[src/design/kcrd_pkg.sv]
// Shared types and constants for the kernel row cache directory.
// No dependencies; used by every other file of the block but the macro header and the stream interface.
`timescale 1ns / 1ps

package kcrd_pkg;

  localparam int REG_W  = 7;
  localparam int ROW_W  = 16;
  localparam int SLOT_W = 16;

  localparam logic [REG_W-1:0] CFG_RESET = 7'd64;

  typedef struct packed {
    logic [ROW_W-1:0] row_index;
  } in_payload_t;

  typedef struct packed {
    logic [SLOT_W-1:0] slot;
    logic              hit;
  } out_payload_t;

  typedef struct packed {
    logic [REG_W-1:0] cache_entries;
  } cfg_payload_t;

  typedef enum logic [2:0] {
    ST_IDLE,
    ST_SCAN,
    ST_FILL,
    ST_MOD,
    ST_DONE
  } state_t;

  typedef struct packed {
    logic accept;
    logic scan_step;
    logic hit_take;
    logic fill;
    logic mod_step;
    logic out_load;
  } dp_cmd_t;

  typedef struct packed {
    logic full_mode;
    logic empty_dir;
    logic match;
    logic scan_miss;
    logic mod_last;
    logic out_free;
  } dp_sts_t;

endpackage

[src/design/kcrd_ctrl.sv]
// Controller state machine: sequences accept, tag scan, refill,
// full-mode remainder and result hand-off. Uses kcrd_pkg.
`timescale 1ns / 1ps

module kcrd_ctrl (
  input  logic              clk,
  input  logic              rst_n,
  input  logic              in_valid,
  output logic              in_ready,
  input  kcrd_pkg::dp_sts_t sts,
  output kcrd_pkg::dp_cmd_t cmd
);

  kcrd_pkg::state_t state_r;
  kcrd_pkg::state_t state_nxt;

  always_ff @(posedge clk) begin
    if (!rst_n) begin
      state_r <= kcrd_pkg::ST_IDLE;
    end else begin
      state_r <= state_nxt;
    end
  end

  always_comb begin
    state_nxt = state_r;
    cmd       = '0;
    in_ready  = 1'b0;
    case (state_r)
      kcrd_pkg::ST_IDLE: begin
        in_ready = 1'b1;
        if (in_valid) begin
          cmd.accept = 1'b1;
          if (sts.full_mode) begin
            state_nxt = kcrd_pkg::ST_MOD;
          end else if (sts.empty_dir) begin
            state_nxt = kcrd_pkg::ST_FILL;
          end else begin
            state_nxt = kcrd_pkg::ST_SCAN;
          end
        end
      end
      kcrd_pkg::ST_SCAN: begin
        cmd.scan_step = 1'b1;
        if (sts.match) begin
          cmd.hit_take = 1'b1;
          state_nxt    = kcrd_pkg::ST_DONE;
        end else if (sts.scan_miss) begin
          state_nxt = kcrd_pkg::ST_FILL;
        end
      end
      kcrd_pkg::ST_FILL: begin
        cmd.fill  = 1'b1;
        state_nxt = kcrd_pkg::ST_DONE;
      end
      kcrd_pkg::ST_MOD: begin
        cmd.mod_step = 1'b1;
        if (sts.mod_last) begin
          state_nxt = kcrd_pkg::ST_DONE;
        end
      end
      kcrd_pkg::ST_DONE: begin
        if (sts.out_free) begin
          cmd.out_load = 1'b1;
          state_nxt    = kcrd_pkg::ST_IDLE;
        end
      end
      default: begin
        state_nxt = kcrd_pkg::ST_IDLE;
      end
    endcase
  end

endmodule

[config.mk]
export PLATFORM = sky130hd
export DESIGN_NAME = kcrd_ctrl
export DESIGN_NICKNAME = d
export VERILOG_FILES = /design/src/design/kcrd_pkg.sv /design/src/design/kcrd_ctrl.sv
export SDC_FILE = /design/constraint.sdc
export NUM_CORES = 1
export LEC_CHECK = 0
export ABC_AREA = 1
export ABC_CLOCK_PERIOD_IN_PS = 1000
export BUFFER_PORTS_ARGS = -buffer_cell sky130_fd_sc_hd__buf_2
export CORE_AREA = 4 4 41 43
export DETAILED_ROUTE_END_ITERATION = 7
export DIE_AREA = 0 0 45 47
export PLACE_DENSITY = 0.49
export SYNTH_ARGS = -nofsm -noshare
export SYNTH_HDL_FRONTEND = slang
export SYNTH_SLANG_ARGS = --single-unit
[constraint.sdc]
create_clock -name clk -period 1 [get_ports clk]
set_input_delay 0.2 -clock clk [delete_from_list [all_inputs] [get_ports clk]]
set_output_delay 0.2 -clock clk [all_outputs]
set_load 0.05 [all_outputs]
---- Word level (Yosys, flattened, before mapping) ----
Cells that the tools add are included.
word-level totals
  bits in latches ......................... 0
  word-level logic and storage cells ...... 28
  register bits ........................... 3
  output and inout port bits .............. 7
  input port bits ......................... 9
  bits in writable memories ............... 0
  memories kept ........................... 0
  bits in read-only memories .............. 0
operators by class
  divide/modulo/power cells ............... 0
  $mul .................................... 0
  mux-type cells .......................... 17
  reduce and logical (&&, ||, !) cells .... 2
  shifts and indexed selects .............. 0
  order comparisons ....................... 0
  equal/unequal tests ..................... 8
  $add $sub $neg .......................... 0
  bitwise logic cells ..................... 0
operator list
  kind                                            number
  2-to-1 mux 3 bit                                6
  case mux 3 bit (5 select lines)                 1
  2-to-1 mux 1 bit                                8
  == test 3 x 2 -> 1 bit (second input constant)  2
  != test 2 bit (second input constant)           3
  2-to-1 mux 2 bit                                2
  AND reduction 4 bit                             1
  == test 3 x 1 -> 1 bit (second input constant)  1
  == test 3 bit (second input constant)           1
  logical NOT 3 bit                               1
  != test 3 bit (second input constant)           1

---- Longest topological paths before layout ----
Gate-level depths: netlist of the first run.
  word-level depth ........................ 4
  gate-level depth with buffers ........... 9

---- Worst setup path after synthesis of the first run ----
Ideal clock, no wire load.
  path type ............................... reg2out
  start point ............................. register state_r[2]
  end point ............................... output cmd[0] (netlist bit)
  data arrival time ....................... 1.585 ns
  stages on the path, launching flop included .. 3
  buffers on the path ..................... 0
  slack ................................... -0.785 ns
  data required time ...................... 0.800 ns
  path through ............................ dfxtp_1 inv_2 nor3_1
RTL lines
  element                 RTL line         source
  from (decl)             kcrd_ctrl.sv:14  kcrd_pkg::state_t state_r;
  from (signal assigned)  kcrd_ctrl.sv:19  state_r <= kcrd_pkg::ST_IDLE;
  from (signal assigned)  kcrd_ctrl.sv:21  state_r <= state_nxt;
  to (decl)               kcrd_ctrl.sv:11  output kcrd_pkg::dp_cmd_t cmd

==> reports/results.ini, run 1 <==
[routing]
dr.pass1.iters=3
finalWirelength_um=863
drt_iter0_markers=1
route.antenna.remaining_nets=0
drc=0
vias=383
routed_via_density=3.990
avgRoutedWirePerCell_um=8.990

[global_routing]
grt_pass1_vias=397
grt-ovfl-total=0
gr-usage-all-layers_pct=9.889
grt_pass1_wl_um=1573
grt_max_degree=7
antenna_found_initial=0

[setup_path]
worst-setup-path-type=reg -> out
crit_start=state_r[1]$_SDFFE_PN0P_
crit_required_ps=800
worstSetupStartpointType=flip-flop
critPathMaxFanout=5
reg2reg_slack_ps=-180
critPathArrivalTime_ps=1080
rr_worst_depth=6
cp-endpoint=cmd[5]
crit_path_end_kind=primary output
r2r_start=state_r[1]$_SDFFE_PN0P_
r2r_end=state_r[2]$_SDFFE_PN0P_

[sta]
slew_headroom_pct=89.47
finalSetupViolations=9
slew_violations=0
rsz0062_at_grt=true
fin_ws_ps=-275.1
fin_crit_ps=1275
fin_skew_ps=1.756
max_slew.worst_pin.slew_ps=157.4
finalHoldViolations=0
finalCritPeriodShare_pct=127.5
setup_tns_ps=-2092
fmax_ghz=0.7842

[synthesis]
synth_cell_type_count=13
synth_seq_area_share_pct=21.62
synth_top_area_share_pct=21.62
netlist_instances=53
syn_area_per_cell_sq_um=5.241
yosys_warnings=0
synth.area.top_cells=dfxtp_1 (22%), inv_1 (18%), nand2_1 (15%)
synth_fp_nets=62
ys_ff_latch=3
synth_top_area_cell=dfxtp_1
syn_area_sq_um=277.8

[power]
power.total_mw=1.585
cellPowerDensity_nw_per_um2=2514
cellLeakagePower_nw=0.3060
ir_worst_vdd_mv=1.427

[clocking]
cts-root-buf=clkbuf_4
insertion_delay_ps=230
numCtsBuffers=3
clk_transition_reported_paths_ps=40
clock_path_buffers=2
cts_tree=done
htree_levels=1
cts_sinks=3

[cells_and_area]
top_regs=state_r x3
diodes=0
drive_gt1_share_pct=61.73
final_nets=91
utilization_pct=48.46
area_growth_pct=127.0
largest_reg_flops=3
fin_area_sq_um=630.6
max_flop_register=state_r

[floorplanning]
die_area_sq_um=2115
die_h_um=47
ios=16
die_w_um=45
coreArea_sq_um=1301
start_util_pct=21.35
rows=13

[outcome]
violations=negative setup slack
status=finished with violations

[placement]
dp_hpwl_um=694.9
place_worst_setup_slack_ps=-183.2
port_buffers=15
placed_cell_area_sq_um=478.0
gp_congestion=0.6928

[min_path]
hold_start=rst_n
hold_class=in -> reg

[run]
cap_violations=0

[worst min path at each step]
stage | to | slack, ps | cells past startpoint
global placement | state_r[1]$_SDFFE_PN0P_ | 440 | 3
finish | state_r[1]$_SDFFE_PN0P_ | 210 | 3
global route | state_r[2]$_SDFFE_PN0P_ | 230 | 3
CTS | state_r[2]$_SDFFE_PN0P_ | 200 | 3
detailed placement | state_r[1]$_SDFFE_PN0P_ | 450 | 3
floorplan | state_r[2]$_SDFFE_PN0P_ | 320 | 2
[worst max-delay path, cell delays in order, from the launching register on]
cell and delay [ps]:
dfxtp_4 360, inv_2 80, nand2_4 80, nor3_4 140, buf_6 180
[metrics by stage]
step / hold WS, ps / instances
2_1_floorplan: 321.8 / 53
3_3_place_gp: 441.5 / 89
3_5_place_dp: 445.6 / 89
4_1_cts: 201.7 / 95
5_1_grt: 226.2 / 96
6_report: 212.7 / 96
[Yosys cell counts]
master / n
inv_1: 13
nand2_1: 11
nor2_1: 9
nand3_1: 6
dfxtp_1: 3
a21oi_1: 2
nor2_2: 2
nor3_1: 2
inv_2: 1
nand2_2: 1
nor3_2: 1
o21ai_0: 1
or2_2: 1
[layout make-up]
class	count	area, sq um
fillers	148	670.6
multi-input cells	36	246.5
repair buffers	24	205.2
flip-flops and latches	3	68.82
inverters	14	65.06
clock buffers	4	26.28
well taps	15	18.77
[per-layer routing]
metal  GRT usage [%]  part of all wire [%]  vias to the layer above
met5               0                     0                        -
met4           1.754                     0                        0
met3           2.299                   7.4                        0
met2           16.95                    46                       12
met1           12.79                    47                      158
li1                -                     -                      213
[repair_timing]
| action | CTS | global route |
|---|---|---|
| pin swaps | 4 | 4 |
| gates resized for setup | 18 | 11 |
| gates cloned | 0 | 0 |
| endpoints found under the hold margin | 0 | 0 |
| hold buffers | 0 | 0 |
| setup buffers | 2 | 1 |
| endpoints found under the setup margin | 10 | 10 |
[cell families (layout without fill, tap and decap cells)]
family / count (synthesis) / after routing / synth area share (%)
DFF: 3 / 3 / 21.62
buffers and inverters: 14 / 42 / 18.92
AOI/OAI and AO/OA: 3 / 3 / 5.404
and+or+nand+nor: 33 / 33 / 54.06
[cell usage in the layout, fill, tap and decap left out, types with 3 or more instances in the layout]
cell | synthesis | routed
nand2_1 | 11 | 10
inv_1 | 13 | 9
buf_2 | 0 | 8
buf_4 | 0 | 8
nor2_2 | 2 | 4
nor2_1 | 9 | 4
nand3_1 | 6 | 4
buf_8 | 0 | 4
buf_6 | 0 | 4
nor2_4 | 0 | 3
nor3_4 | 0 | 3
clkbuf_4 | 0 | 3
[power by group]
part | leakage (nW) | total, mW | internal [mW] | switching, mW
Sequential | 0.0264 | 0.244 | 0.173 | 0.0703
Clock | 0.0150 | 0.211 | 0.149 | 0.0617
Combinational | 0.265 | 1.13 | 0.472 | 0.659
Total | 0.306 | 1.59 | 0.795 | 0.791
Note: power is estimated with default switching activity, not from simulation.
==> run 2, diff against run 1 <==
ABC_AREA = default   (was 1)
PLACE_DENSITY = 0.47   (was 0.49)
==> reports/results.ini, run 2 <==
[outcome]
status=finished with violations
violations=negative setup slack

[setup_path]
worst-setup-path-type=reg -> out
worstSetupStartpointType=flip-flop
critPathArrivalTime_ps=1190  ; +110 ps
crit_path_end_kind=primary output
crit_start=state_r[0]$_SDFFE_PN0P_
critPathMaxFanout=5  ; unchanged
r2r_start=state_r[1]$_SDFFE_PN0P_
crit_required_ps=800  ; about the same

[clocking]
insertion_delay_ps=240  ; about the same
cts_sinks=3  ; unchanged
clk_transition_reported_paths_ps=40  ; about the same
cts-root-buf=clkbuf_4
htree_levels=1  ; unchanged
cts_tree=done
clock_path_buffers=2  ; unchanged
numCtsBuffers=3  ; unchanged

[synthesis]
synth-xor-area-share_pct=0  ; unchanged
ys_ff_latch=3  ; unchanged
ys.flop_type=dfxtp_1
netlist_instances=26  ; -51%
synth_top_area_cell=dfxtp_1
synth_top_area_share_pct=23.65  ; +2.0 points
synth_seq_area_share_pct=23.65  ; +2.0 points
synth_fp_nets=35  ; -44%
synthMuxAreaShare_pct=3.941  ; +3.9 points
synthTopCellsByCount=dfxtp_1 (3), nor2b_4 (2), nor3_1 (2), o21ai_0 (2)
yosys_warnings=0  ; unchanged
syn_area_per_cell_sq_um=9.769  ; +86%
synthAdderAreaFrac_pct=0  ; unchanged
synth_edf_count=0  ; unchanged
yosysMostFrequentCell=dfxtp_1
syn_area_sq_um=254.0  ; -8.6%
synth_cell_type_count=21  ; +8
synth_simple_gate_area_share_pct=45.32  ; -8.7 points
synth.area.top_cells=dfxtp_1 (24%), nor2b_4 (11%), nor4b_4 (9.4%)
async_flop_share_pct=0  ; unchanged
synth_top_family_by_area=simple AND/OR/NAND/NOR gates
synth_compound_area_share_pct=21.18  ; +16 points

[routing]
finalWirelength_um=854  ; -1.0%
route.antenna.remaining_nets=0  ; unchanged
drc=0  ; unchanged
avgRoutedWirePerCell_um=12.38  ; +38%
vias=313  ; -18%
routed_via_density=4.536  ; +14%
dr.pass1.iters=2  ; -1
drt_iter0_markers=1  ; unchanged

[global_routing]
grt-ovfl-total=0  ; unchanged
antenna_found_initial=0  ; unchanged
gr-usage-all-layers_pct=9.629  ; -0.26 points
grt_pass1_vias=327  ; -18%
grt_pass1_wl_um=1449  ; -7.9%
grt_max_degree=8  ; +1

[cells_and_area]
top_regs=state_r x3
final_common_cell=buf_2
layout_common_cells=buf_2 (8), buf_6 (7), buf_4 (7)
nFillCells=135  ; -8.8%
largest_reg_flops=3  ; unchanged
final_nets=64  ; -30%
drive_gt1_share_pct=81.48  ; +20 points
diodes=0  ; unchanged
max_flop_register=state_r
layout.cells.non_filler=69  ; -28%
area_growth_pct=128.1

[power]
cellLeakagePower_nw=0.2547  ; -17%
ir_worst_vdd_mv=0.6548  ; -54%
p_int_mw=0.5260  ; -34%
switching_power_mw=0.3465  ; -56%
cellPowerDensity_nw_per_um2=1506  ; -40%
p_seq_share_pct=20.3  ; +4.9 points
switching_share_pct=39.72  ; -10 points
p_comb_share_pct=54.2  ; -17 points
pwr-share-clk_pct=25.4  ; +12 points

[placement]
place_inst=60  ; -33%
port_buffers=15  ; unchanged
dp_hpwl_um=513.9  ; -26%
gp_congestion=0.7153  ; +3.2%

[sta]
slew_headroom_pct=84.31  ; -5.2 points
fmax_ghz=0.7218  ; -8.0%
slew_violations=0  ; unchanged
finalHoldViolations=0  ; unchanged
fin_skew_ps=6.336  ; +4.580 ps
max_slew.worst_pin.slew_ps=234.4  ; +76.93 ps
finalSetupViolations=10  ; +1
setup_tns_ps=-2521  ; -429.4 ps
fin_ws_ps=-385.3  ; -110.2 ps
finalCritPeriodShare_pct=138.5  ; +11 points
rsz0062_at_grt=true
fin_crit_ps=1385  ; +110.2 ps

[floorplanning]
die_area_sq_um=2115  ; unchanged
die_h_um=47  ; unchanged
start_util_pct=19.52  ; -1.8 points
rows=13  ; unchanged
ios=16  ; unchanged
die_w_um=45  ; unchanged
coreArea_sq_um=1301  ; unchanged

[min_path]
hold_class=in -> reg
hold_start=rst_n

[run]
cap_violations=0  ; unchanged

==> run 2: changes by cell type after synthesis, moves of 2 or more <==
cell and delta:
nor2b_4 +2, nand2_1 -10, nor2_2 -2, nor2_1 -9, a21oi_1 -2, inv_1 -12
nand3_1 -6
==> run 2: logic make-up after synthesis <==
kind of cell	Yosys count
AOI/OAI and AO/OA	8
buffers and inverters	2
DFF	3
muxes	1
and+or+nand+nor	12
==> run 2: power groups by stage <==
stage	clock network [mW]	registers [mW]	logic (mW)
2_1_floorplan	0	0.168	0.238
3_3_place_gp	0	0.181	0.319
3_5_place_dp	0	0.180	0.316
4_1_cts	0.223	0.177	0.429
5_1_grt	0.245	0.181	0.501
6_report	0.222	0.177	0.473
==> run 2: path summary, 6_finish.rpt <==
kind	to	slack (ps)	depth (start not counted)
min reg2reg	state_r[0]$_SDFFE_PN0P_	610	3
max reg2reg	state_r[1]$_SDFFE_PN0P_	-160	5
max	cmd[3]	-390	4
min	state_r[1]$_SDFFE_PN0P_	240	3
==> run 2: what timing repair did <==
action                     4_1_cts  5_1_grt
pin swaps                        3        2
setup buffers                    3        3
resized for setup               26        8
setup endpoints to repair       10       10
gates cloned                     0        0
hold buffers                     0        0
==> run 2: critical path, stage by stage (launching register included) <==
cell	delay, ps
dfxtp_4	370
nor2b_4	160
nor2b_4	150
and2_4	140
buf_8	130
==> run 2: metrics by stage <==
stage	power [mW]	util [%]	setup slack [ps]	cell area [sq um]	hold slack, ps
after CTS	0.8284	40.96	-394.1	533.0	235.3
final	0.8725	44.52	-385.3	579.3	242.3
after global routing	0.9277	44.52	-452.5	579.3	242.4
after global placement	0.4999	30.38	-260.1	395.4	491.5
after floorplan	0.4064	-	-440.3	275.3	345.8
after detailed placement	0.4961	30.38	-285.5	395.4	486.5
==> run 2: cell type report <==
type | count | area (sq um) | share of cell area [%]
timing repair buffer | 25 | 216.5 | 37.37
tap | 15 | 18.77 | 3.240
clock buffer | 4 | 26.28 | 4.536
inverter | 1 | 3.754 | 0.6479
sequential | 3 | 71.32 | 12.31
multi-input combinational | 21 | 242.7 | 41.90
==> run 2: layer usage <==
layer  up-vias  routed length [um]  GRT usage [%]
met5         -                   0              0
met4         0                   0          7.018
met3         0                  70          2.682
met2        14                 457          17.23
met1       145                 326          9.524
li1        154                   -              -
