<file path="config.mk">
export PLATFORM = sky130hd
export DESIGN_NAME = kcrd_datapath
export DESIGN_NICKNAME = d
export VERILOG_FILES = /design/src/design/kcrd_pkg.sv /design/src/design/kcrd_datapath.sv
export SDC_FILE = /design/constraint.sdc
export NUM_CORES = 1
export LEC_CHECK = 0
export BUFFER_PORTS_ARGS = -buffer_cell sky130_fd_sc_hd__buf_4
export CAP_MARGIN = 5
export CORE_MARGIN = 2
export CORE_UTILIZATION = 42
export CTS_BUF_LIST = sky130_fd_sc_hd__clkbuf_8
export CTS_CLUSTER_SIZE = 8
export DETAILED_ROUTE_END_ITERATION = 10
export PLACE_DENSITY = 0.67
export SLEW_MARGIN = 20
export SYNTH_ARGS = -nofsm -noshare
export SYNTH_HDL_FRONTEND = slang
export SYNTH_SLANG_ARGS = --single-unit
</file>
<file path="constraint.sdc">
create_clock -name clk -period 5.75 [get_ports clk]
set_input_delay 0 -clock clk [delete_from_list [all_inputs] [get_ports clk]]
set_output_delay 0 -clock clk [all_outputs]
set_load 0.02 [all_outputs]
</file>
<file path="src/design/kcrd_pkg.sv">
// Shared types and constants for the kernel row cache directory.
// No dependencies; used by every other file of the block but the macro header and the stream interface.
`timescale 1ns / 1ps

package kcrd_pkg;

  localparam int REG_W  = 7;
  localparam int ROW_W  = 16;
  localparam int SLOT_W = 16;

  localparam logic [REG_W-1:0] CFG_RESET = 7'd64;

  typedef struct packed {
    logic [ROW_W-1:0] row_index;
  } in_payload_t;

  typedef struct packed {
    logic [SLOT_W-1:0] slot;
    logic              hit;
  } out_payload_t;

  typedef struct packed {
    logic [REG_W-1:0] cache_entries;
  } cfg_payload_t;

  typedef enum logic [2:0] {
    ST_IDLE,
    ST_SCAN,
    ST_FILL,
    ST_MOD,
    ST_DONE
  } state_t;

  typedef struct packed {
    logic accept;
    logic scan_step;
    logic hit_take;
    logic fill;
    logic mod_step;
    logic out_load;
  } dp_cmd_t;

  typedef struct packed {
    logic full_mode;
    logic empty_dir;
    logic match;
    logic scan_miss;
    logic mod_last;
    logic out_free;
  } dp_sts_t;

endpackage

</file>
<file path="src/design/kcrd_datapath.sv">
// Datapath: configuration register, tag memory, fill count and pointer,
// scan pipeline, remainder unit and output register. Uses kcrd_pkg.
`timescale 1ns / 1ps

module kcrd_datapath #(
  parameter int ENTRIES  = 64,
  parameter int MAX_ROWS = 65536
) (
  input  logic                         clk,
  input  logic                         rst_n,
  input  logic                         cfg_we,
  input  logic [kcrd_pkg::REG_W-1:0]   cfg_data,
  input  logic [kcrd_pkg::ROW_W-1:0]   row_in,
  input  kcrd_pkg::dp_cmd_t            cmd,
  output kcrd_pkg::dp_sts_t            sts,
  output logic                         out_valid,
  input  logic                         out_ready,
  output logic [kcrd_pkg::SLOT_W-1:0]  out_slot,
  output logic                         out_hit
);

  localparam int REG_W  = kcrd_pkg::REG_W;
  localparam int ROW_W  = kcrd_pkg::ROW_W;
  localparam int SLOT_W = kcrd_pkg::SLOT_W;
  localparam int IDX_W  = (ENTRIES > 1) ? $clog2(ENTRIES) : 1;
  localparam int CNT_W  = $clog2(ENTRIES + 1);
  localparam int CMP_W  = (CNT_W > REG_W) ? CNT_W : REG_W;
  localparam int MR_W   = $clog2(MAX_ROWS + 1);
  localparam int MOD_L  = $clog2(MAX_ROWS);
  localparam int MOD_SH = ROW_W + MOD_L;
  localparam int RC_W   = ROW_W + 2;
  localparam int PR_W   = ROW_W + RC_W;
  localparam int QD_W   = ROW_W + MR_W;
  localparam longint RECIP =
    ((longint'(1) << MOD_SH) + longint'(MAX_ROWS) - longint'(1)) / longint'(MAX_ROWS);
  localparam logic [RC_W-1:0] RECIP_C = RC_W'(RECIP);

  logic [REG_W-1:0]  cache_entries_r;
  logic [CNT_W-1:0]  fill_cnt_r;
  logic [IDX_W-1:0]  fill_ptr_r;
  logic [ROW_W-1:0]  row_r;
  logic [IDX_W-1:0]  addr_r;
  logic              issuing_r;
  logic              rd_vld_r;
  logic [IDX_W-1:0]  rd_idx_r;
  logic [ROW_W-1:0]  rd_tag_r;
  logic              mod_ph_r;
  logic [PR_W-1:0]   prod_r;
  logic [SLOT_W-1:0] res_slot_r;
  logic              res_hit_r;
  logic              out_valid_r;
  logic [SLOT_W-1:0] out_slot_r;
  logic              out_hit_r;

  logic [ROW_W-1:0]  tag_mem [ENTRIES];

  logic [CMP_W-1:0]  ents_w;
  logic [CMP_W-1:0]  n_w;
  logic [CMP_W-1:0]  cnt_w;
  logic [CMP_W-1:0]  lim_w;
  logic [CMP_W-1:0]  lim_m1_w;
  logic [CMP_W-1:0]  ptr_w;
  logic [CMP_W-1:0]  p_w;
  logic [CMP_W-1:0]  p1_w;
  logic [IDX_W-1:0]  fill_ptr_nxt;
  logic [ROW_W-1:0]  quo_w;
  logic [ROW_W-1:0]  qd_w;
  logic [ROW_W-1:0]  rem_w;
  logic              tag_eq;

  always_comb begin
    ents_w   = CMP_W'(cache_entries_r);
    n_w      = (ents_w > CMP_W'(ENTRIES)) ? CMP_W'(ENTRIES) : ents_w;
    cnt_w    = CMP_W'(fill_cnt_r);
    lim_w    = (n_w < cnt_w) ? n_w : cnt_w;
    lim_m1_w = lim_w - CMP_W'(1);
    ptr_w    = CMP_W'(fill_ptr_r);
    p_w      = (ptr_w < n_w) ? ptr_w : '0;
    p1_w     = p_w + CMP_W'(1);
    fill_ptr_nxt = (p1_w == n_w) ? '0 : IDX_W'(p1_w);
    quo_w    = ROW_W'(prod_r >> MOD_SH);
    qd_w     = ROW_W'(QD_W'(quo_w) * QD_W'(MAX_ROWS));
    rem_w    = row_r - qd_w;
    tag_eq   = (rd_tag_r == row_r);
  end

  always_comb begin
    sts.full_mode = (n_w == '0);
    sts.empty_dir = (lim_w == '0);
    sts.match     = rd_vld_r && tag_eq;
    sts.scan_miss = rd_vld_r && !tag_eq && (rd_idx_r == '0);
    sts.mod_last  = mod_ph_r;
    sts.out_free  = !out_valid_r || out_ready;
  end

  always_ff @(posedge clk) begin
    if (!rst_n) begin
      cache_entries_r <= kcrd_pkg::CFG_RESET;
      fill_cnt_r      <= '0;
      fill_ptr_r      <= '0;
      issuing_r       <= 1'b0;
      rd_vld_r        <= 1'b0;
      out_valid_r     <= 1'b0;
    end else begin
      if (cfg_we) begin
        cache_entries_r <= cfg_data;
      end
      if (cmd.accept) begin
        issuing_r <= 1'b1;
        rd_vld_r  <= 1'b0;
      end else if (cmd.scan_step) begin
        rd_vld_r <= issuing_r;
        if (issuing_r && (addr_r == '0)) begin
          issuing_r <= 1'b0;
        end
      end
      if (cmd.fill) begin
        fill_ptr_r <= fill_ptr_nxt;
        if (p1_w > cnt_w) begin
          fill_cnt_r <= CNT_W'(p1_w);
        end
      end
      if (cmd.out_load) begin
        out_valid_r <= 1'b1;
      end else if (out_ready) begin
        out_valid_r <= 1'b0;
      end
    end
  end

  always_ff @(posedge clk) begin
    if (cmd.accept) begin
      addr_r <= IDX_W'(lim_m1_w);
    end else if (cmd.scan_step && issuing_r && (addr_r != '0)) begin
      addr_r <= addr_r - IDX_W'(1);
    end
    if (cmd.scan_step && issuing_r) begin
      rd_tag_r <= tag_mem[addr_r];
      rd_idx_r <= addr_r;
    end
    if (cmd.fill) begin
      tag_mem[IDX_W'(p_w)] <= row_r;
    end
  end

  always_ff @(posedge clk) begin
    if (cmd.accept) begin
      row_r    <= row_in;
      mod_ph_r <= 1'b0;
    end else if (cmd.mod_step) begin
      mod_ph_r <= 1'b1;
      if (!mod_ph_r) begin
        prod_r <= PR_W'(row_r) * PR_W'(RECIP_C);
      end
    end
    if (cmd.hit_take) begin
      res_slot_r <= SLOT_W'(rd_idx_r);
      res_hit_r  <= 1'b1;
    end else if (cmd.fill) begin
      res_slot_r <= SLOT_W'(p_w);
      res_hit_r  <= 1'b0;
    end else if (cmd.mod_step && mod_ph_r) begin
      res_slot_r <= SLOT_W'(rem_w);
      res_hit_r  <= 1'b1;
    end
    if (cmd.out_load) begin
      out_slot_r <= res_slot_r;
      out_hit_r  <= res_hit_r;
    end
  end

  assign out_valid = out_valid_r;
  assign out_slot  = out_slot_r;
  assign out_hit   = out_hit_r;

endmodule

</file>
* Yosys cells after proc, flatten, opt, wreduce, memory -nomap -nowiden *
Memory sizes are Yosys's and may differ from the RTL's. A register that Yosys moved wholly into a read port is not among the register bits.
Cells that the tools add are included.

cells by class
  add/subtract/negate cells = 3
  $mul = 0
  div/mod/pow operators = 0
  order comparisons = 4
  equal/unequal tests = 2
  shift operators = 0
  muxes and demuxes = 18
  bitwise gates (word level) = 1
  reduce and logical (&&, ||, !) cells = 25

operators with widths
  cell                                                                 count
  6-bit 2-to-1 mux                                                     5
  7-bit 2-to-1 mux                                                     4
  16-bit equality test                                                 1
  7-bit logical NOT                                                    2
  6-bit logical NOT                                                    2
  6-bit by 1-bit subtractor with 6-bit output (second input constant)  2
  2-bit nonzero test                                                   5
  1-bit 2-to-1 mux                                                     9
  6-bit by 1-bit adder with 7-bit output (second input constant)       1
  7-bit equality test                                                  1
  7-bit greater-than comparator                                        1
  7-bit greater-than comparator (second input constant)                1
  1-bit logical AND                                                    7
  6-bit by 7-bit < comparator with 1-bit output                        1
  7-bit < comparator                                                   1
  6-bit nonzero test                                                   1
  2-bit AND reduction                                                  2
  2-bit OR reduction                                                   2
  3-bit nonzero test                                                   1
  1-bit logical NOT                                                    2
  1-bit logical OR                                                     1
  1-bit NOT                                                            1

storage, ports and cells
  register bits after elaboration = 86
  latch bits = 0
  bits in writable memories = 1024
  bits in read-only memories = 0
  bits of input ports = 33
  logic and storage cells = 70
  memories kept = 1

memory list
  name     depth  width  rd ports  clocked after Yosys merged registers in  wr ports  RTL line             RTL
  tag_mem  64     16     1         1                                        1         kcrd_datapath.sv:55  logic [ROW_W-1:0] tag_mem [ENTRIES];

* Depth between registers and ports, before layout *
  depth in word-level cells = 7
  gate-level depth with buffers = 21
  mapped depth without buffers = 19

* Worst setup path after synthesis *
No wires, ideal clock.

  path kind = reg2reg
  from = reg cache_entries_r[6]
  to = reg fill_cnt_r[3] (netlist: cnt_w[3])
  data arrival time = 3.854 ns
  required time = 5.622 ns
  path slack = 1.768 ns
  cell stages (with the launch flop) = 21
  path buffers = 2
  period minus slack after synthesis = 3.982 ns
  cell sequence = dfxtp_1 clkbuf_1 nand2b_1 ha_1 a211oi_1 nor3_1 a21oi_1 nand2_1 inv_1 ha_1 and3_4 xnor2_1 nor2_4 ha_1 nand3_1 o21bai_1 a21oi_1 clkbuf_1 nor2_1 a21oi_1 nor2_1

on the way
  word-level cells in the longest chain between the ends = 7

RTL lines
  element                                          RTL line              RTL
  from (decl)                                      kcrd_datapath.sv:38   logic [REG_W-1:0] cache_entries_r;
  from (signal assigned)                           kcrd_datapath.sv:98   cache_entries_r <= kcrd_pkg::CFG_RESET;
  from (signal assigned)                           kcrd_datapath.sv:106  cache_entries_r <= cfg_data;
  7-bit greater-than comparator                    kcrd_datapath.sv:73   n_w = (ents_w > CMP_W'(ENTRIES)) ? CMP_W'(ENTRIES) : ents_w;
  7-bit 2-to-1 mux *                               kcrd_datapath.sv:73
  6-bit by 7-bit < comparator with 1-bit output *  kcrd_datapath.sv:78   p_w = (ptr_w < n_w) ? ptr_w : '0;
  6-bit 2-to-1 mux *                               kcrd_datapath.sv:78
  6-bit by 1-bit adder with 7-bit output *         kcrd_datapath.sv:79   p1_w = p_w + CMP_W'(1);
  named net p1_w[4]                                kcrd_datapath.sv:64   logic [CMP_W-1:0] p1_w;
  7-bit greater-than comparator *                  kcrd_datapath.sv:119  if (p1_w > cnt_w) begin
  2-bit AND reduction (no source line) *           -
  to (signal assigned)                             kcrd_datapath.sv:120  fill_cnt_r <= CNT_W'(p1_w);
  to (decl)                                        kcrd_datapath.sv:39   logic [CNT_W-1:0] fill_cnt_r;

Mark *: on every way through the listed nets, which the timed path passes. The rest lies on a longest branch.
A chain may end at the register's enable or synchronous reset.

* Final worst setup path *
  from = reg cache_entries_r[6]
  to = reg fill_cnt_r[5] (netlist: cnt_w[5])

Same word-level chain as after synthesis.

==> run summary <==
Largest net degree at the start of global routing: 101
Initial Utilization: 42.4%
Cell accounting for the most synthesized area: edfxtp_1
Post-synth top flop: edfxtp_1
Worst-path cell chain: nand2b_1 -> ha_1 -> a211oi_1 -> nor3_1 -> a21oi_1 -> nand2_1 -> inv_1 -> ha_1 -> and3_4 -> xnor2_1 -> nor2_4 -> ha_1 -> nand3_1 -> o21bai_1 -> a21oi_1 -> nor2_1 -> a21oi_1 -> nor2_1
Worst Max-Slew Pin Slew: 1140 ps
# clock sinks: 1126
Hold Fails Final Rpt: 0
Grt ovf: 0
Htree depth: 4
Fin cells: 3856
Crit path buffers/inverters: 1
Share of cells above drive strength 1: 27.2%
Setup-failing EPs final: 0
Vias in the first global route: 22500
Die outline height: 327 µm
Number of port buffers: 56
PD cells: 351 nW/µm²
Final net count: 2408
Initial antenna violation count: 1
Lkg Pwr: 16.3 nW
CP max FO: 14
CTS root buffer: clkbuf_8
Post_cts resized: 0
Final wirelength: 104000 µm
NetSw: 4.46 mW
DR pass1 iterations: 5
Worst Setup End Kind: flip-flop
CP Launch Type: flip-flop
Pint: 13.1 mW
CP max-delay cell: a21oi_1
Final Max Slew Viols: 0
Yosys cell types: 52
Seq/Total Area, Yosys: 76.1%
Via-to-Cell Ratio: 5.63
Max VDD drop: 258 µV
Combinational group share of total power: 13.3%
Core footprint: 104000 µm²
Clock Tree Buf Depth: 3
Worst-path clk slew: 60 ps
Tightest Hold Check Type: input port to flip-flop
Floorplan row count: 118
Post-CTS Setup Inserts: 0
Die Area: 107000 µm²
Clk Latency, worst-skew pair: 860 ps
Tmin final: 5060 ps
Global Route Usage Sum: 19.5%
Total CTS buffers: 180
Num ports: 57
CP top delay family: compound AO/OA/AOI/OAI gates
Sw Share: 25.3%
Initial drt markers: 2366
Peak Freq: 198 MHz
Ys Warns: 0
Placed cell count: 3477
Sum of negative setup slack: 0 ps
Post-synth ARST share: 0%
Max Cap Viol: 0
Worst path required time: 6470 ps
Synthesized Nets: 2099
Worst path max stage delay: 800 ps
Via count: 21700
Mapped Area: 43900 µm²
Post-DP HPWL: 59400 µm
CTS tree: built
First-pass GRT wire length: 152000 µm
Post-CTS Hold Fix Bufs: 76
Synth area leaders: edfxtp_1 75%, mux4_2 15%, dfxtp_1 1.6%
Clock Power Share: 34.1%
Period utilisation layout: 88.0%
Post-synth top area share: 74.6%
Antenna Nets Post-Route: 0
RSZ-0062 raised after global routing: no
Die Wd: 327 µm
Drt wl/cell: 26.8 µm
Crit path DAT: 5780 ps
Gpl congestion: 0.803
Synthesized flop and latch total: 1126
Number of flops mapped to enable cells by yosys: 1091
Max-slew headroom: 23.5%
Status: finished, final reports clean
Critical path class: flip-flop to flip-flop
Post-Synthesis Cells: 2046
Area Overhead vs Synth: 14.2%
Mean post-synth cell area: 21.5 µm²
Drt drc: 0
Seq pwr share: 52.6%
Worst Skew: 57.3 ps
-- per-layer routing --
metal	vias to the layer above	share of wire [%]	GRT usage (%)	routed length [µm]
met1	11500	40	26.1	41200
met3	175	8.4	4.71	8700
li1	9127	-	-	-
met5	-	0.041	0.311	42
met4	2	2.8	6.77	2930
met2	949	49	31.4	50700
-- cells by family after synthesis --
kind of cell | Yosys count | synth area share (%)
XOR/XNOR | 29 | 0.578
adder cells (fa/ha/maj) | 20 | 0.569
AND/OR/NAND/NOR | 245 | 2.57
flip-flops | 1126 | 76.1
multiplexers | 364 | 16.8
buffers and inverters | 124 | 1.46
AO/OA/AOI/OAI | 138 | 1.91
-- power by group through the flow --
stage          Sequential, mW  Clock [mW]  Combinational [mW]
2_1_floorplan            9.46           0                1.44
3_3_place_gp             9.41           0                2.28
3_5_place_dp             9.41           0                2.32
5_1_grt                  9.25        6.49                2.48
6_report                 9.25        5.99                2.35
4_1_cts                  9.24        6.13                2.37
-- synth_stat cells (all sizes together) (7+ instances only) --
master  count
nor2      121
clkbuf     44
nand2b      9
a22oi      10
o21ai      40
inv        19
xnor2      25
ha         20
nand3      10
nor2b      15
nand4       7
buf        60
a221oi     10
mux2i      53
mux4      296
edfxtp   1091
nor3        7
nand2      48
a21oi      50
dfxtp      35
mux2       15
-- final cells by class --
type                       instances  area [µm²]
clock inverter                   121         569
timing repair buffer             231        2000
fill                            8330       53500
inverter                          20        75.1
tap                             1380        1730
multi-input combinational        796        9840
antenna                            1        2.50
clock buffer                     181        2490
sequential                      1126       33500
-- placed cells by master, fill, tap and decap left out, types with 9 or more instances in the layout --
cell type      netlist  layout
edfxtp_1          1091    1091
clkbuf_8             0     181
o21ai_0             25      25
clkinv_1             1      30
nand2_1             48      48
nor2_1             120     120
mux4_2             296     296
buf_4               14     149
nand2b_1             9       9
a21oi_1             50      50
nand3_1             10      10
o21ai_1             15      15
ha_1                20      20
a22oi_1             10      10
mux2i_1             53      53
xnor2_1             25      25
nor2b_1             14      14
mux2_2              15      15
dlygate4sd3_1        0      76
dfxtp_1             35      35
a221oi_1            10      10
inv_1               19      91
-- sequential cells by signal (all words and copies together), names as in the netlist, 6 cells and up --
name	count
addr_r	6
cache_entries_r	7
cnt_w	7
fill_ptr_r	6
out_slot	16
rd_idx_r	6
rd_tag_r	16
res_slot_r	16
row_r	16
tag_mem	1024
-- per-stage QoR --
step / instance area, µm² / setup WS, ps / power [mW] / hold slack, ps / util, %
after global routing: 50200 / 169 / 18.2 / 105 / 48.4
final: 50200 / 689 / 17.6 / 140 / 48.4
after floorplan: 43900 / 1770 / 10.9 / 98.9 / -
after detailed placement: 46300 / 759 / 11.7 / 179 / 44.7
after global placement: 46300 / 877 / 11.7 / 178 / 44.7
after CTS: 50200 / 725 / 17.7 / 40.8 / 48.4
-- final timing paths --
check,endpoint,slack [ps],cells after the start,startpoint
worst min register to register,out_slot[0],430,0,res_slot_r[0]
worst max register to register,cnt_w[5],690,18,cache_entries_r[6]
worst min-delay path,out_hit,140,2,cmd[0]
worst max-delay path,cnt_w[5],690,18,cache_entries_r[6]
No activity file was read; power rests on OpenSTA's default activity.
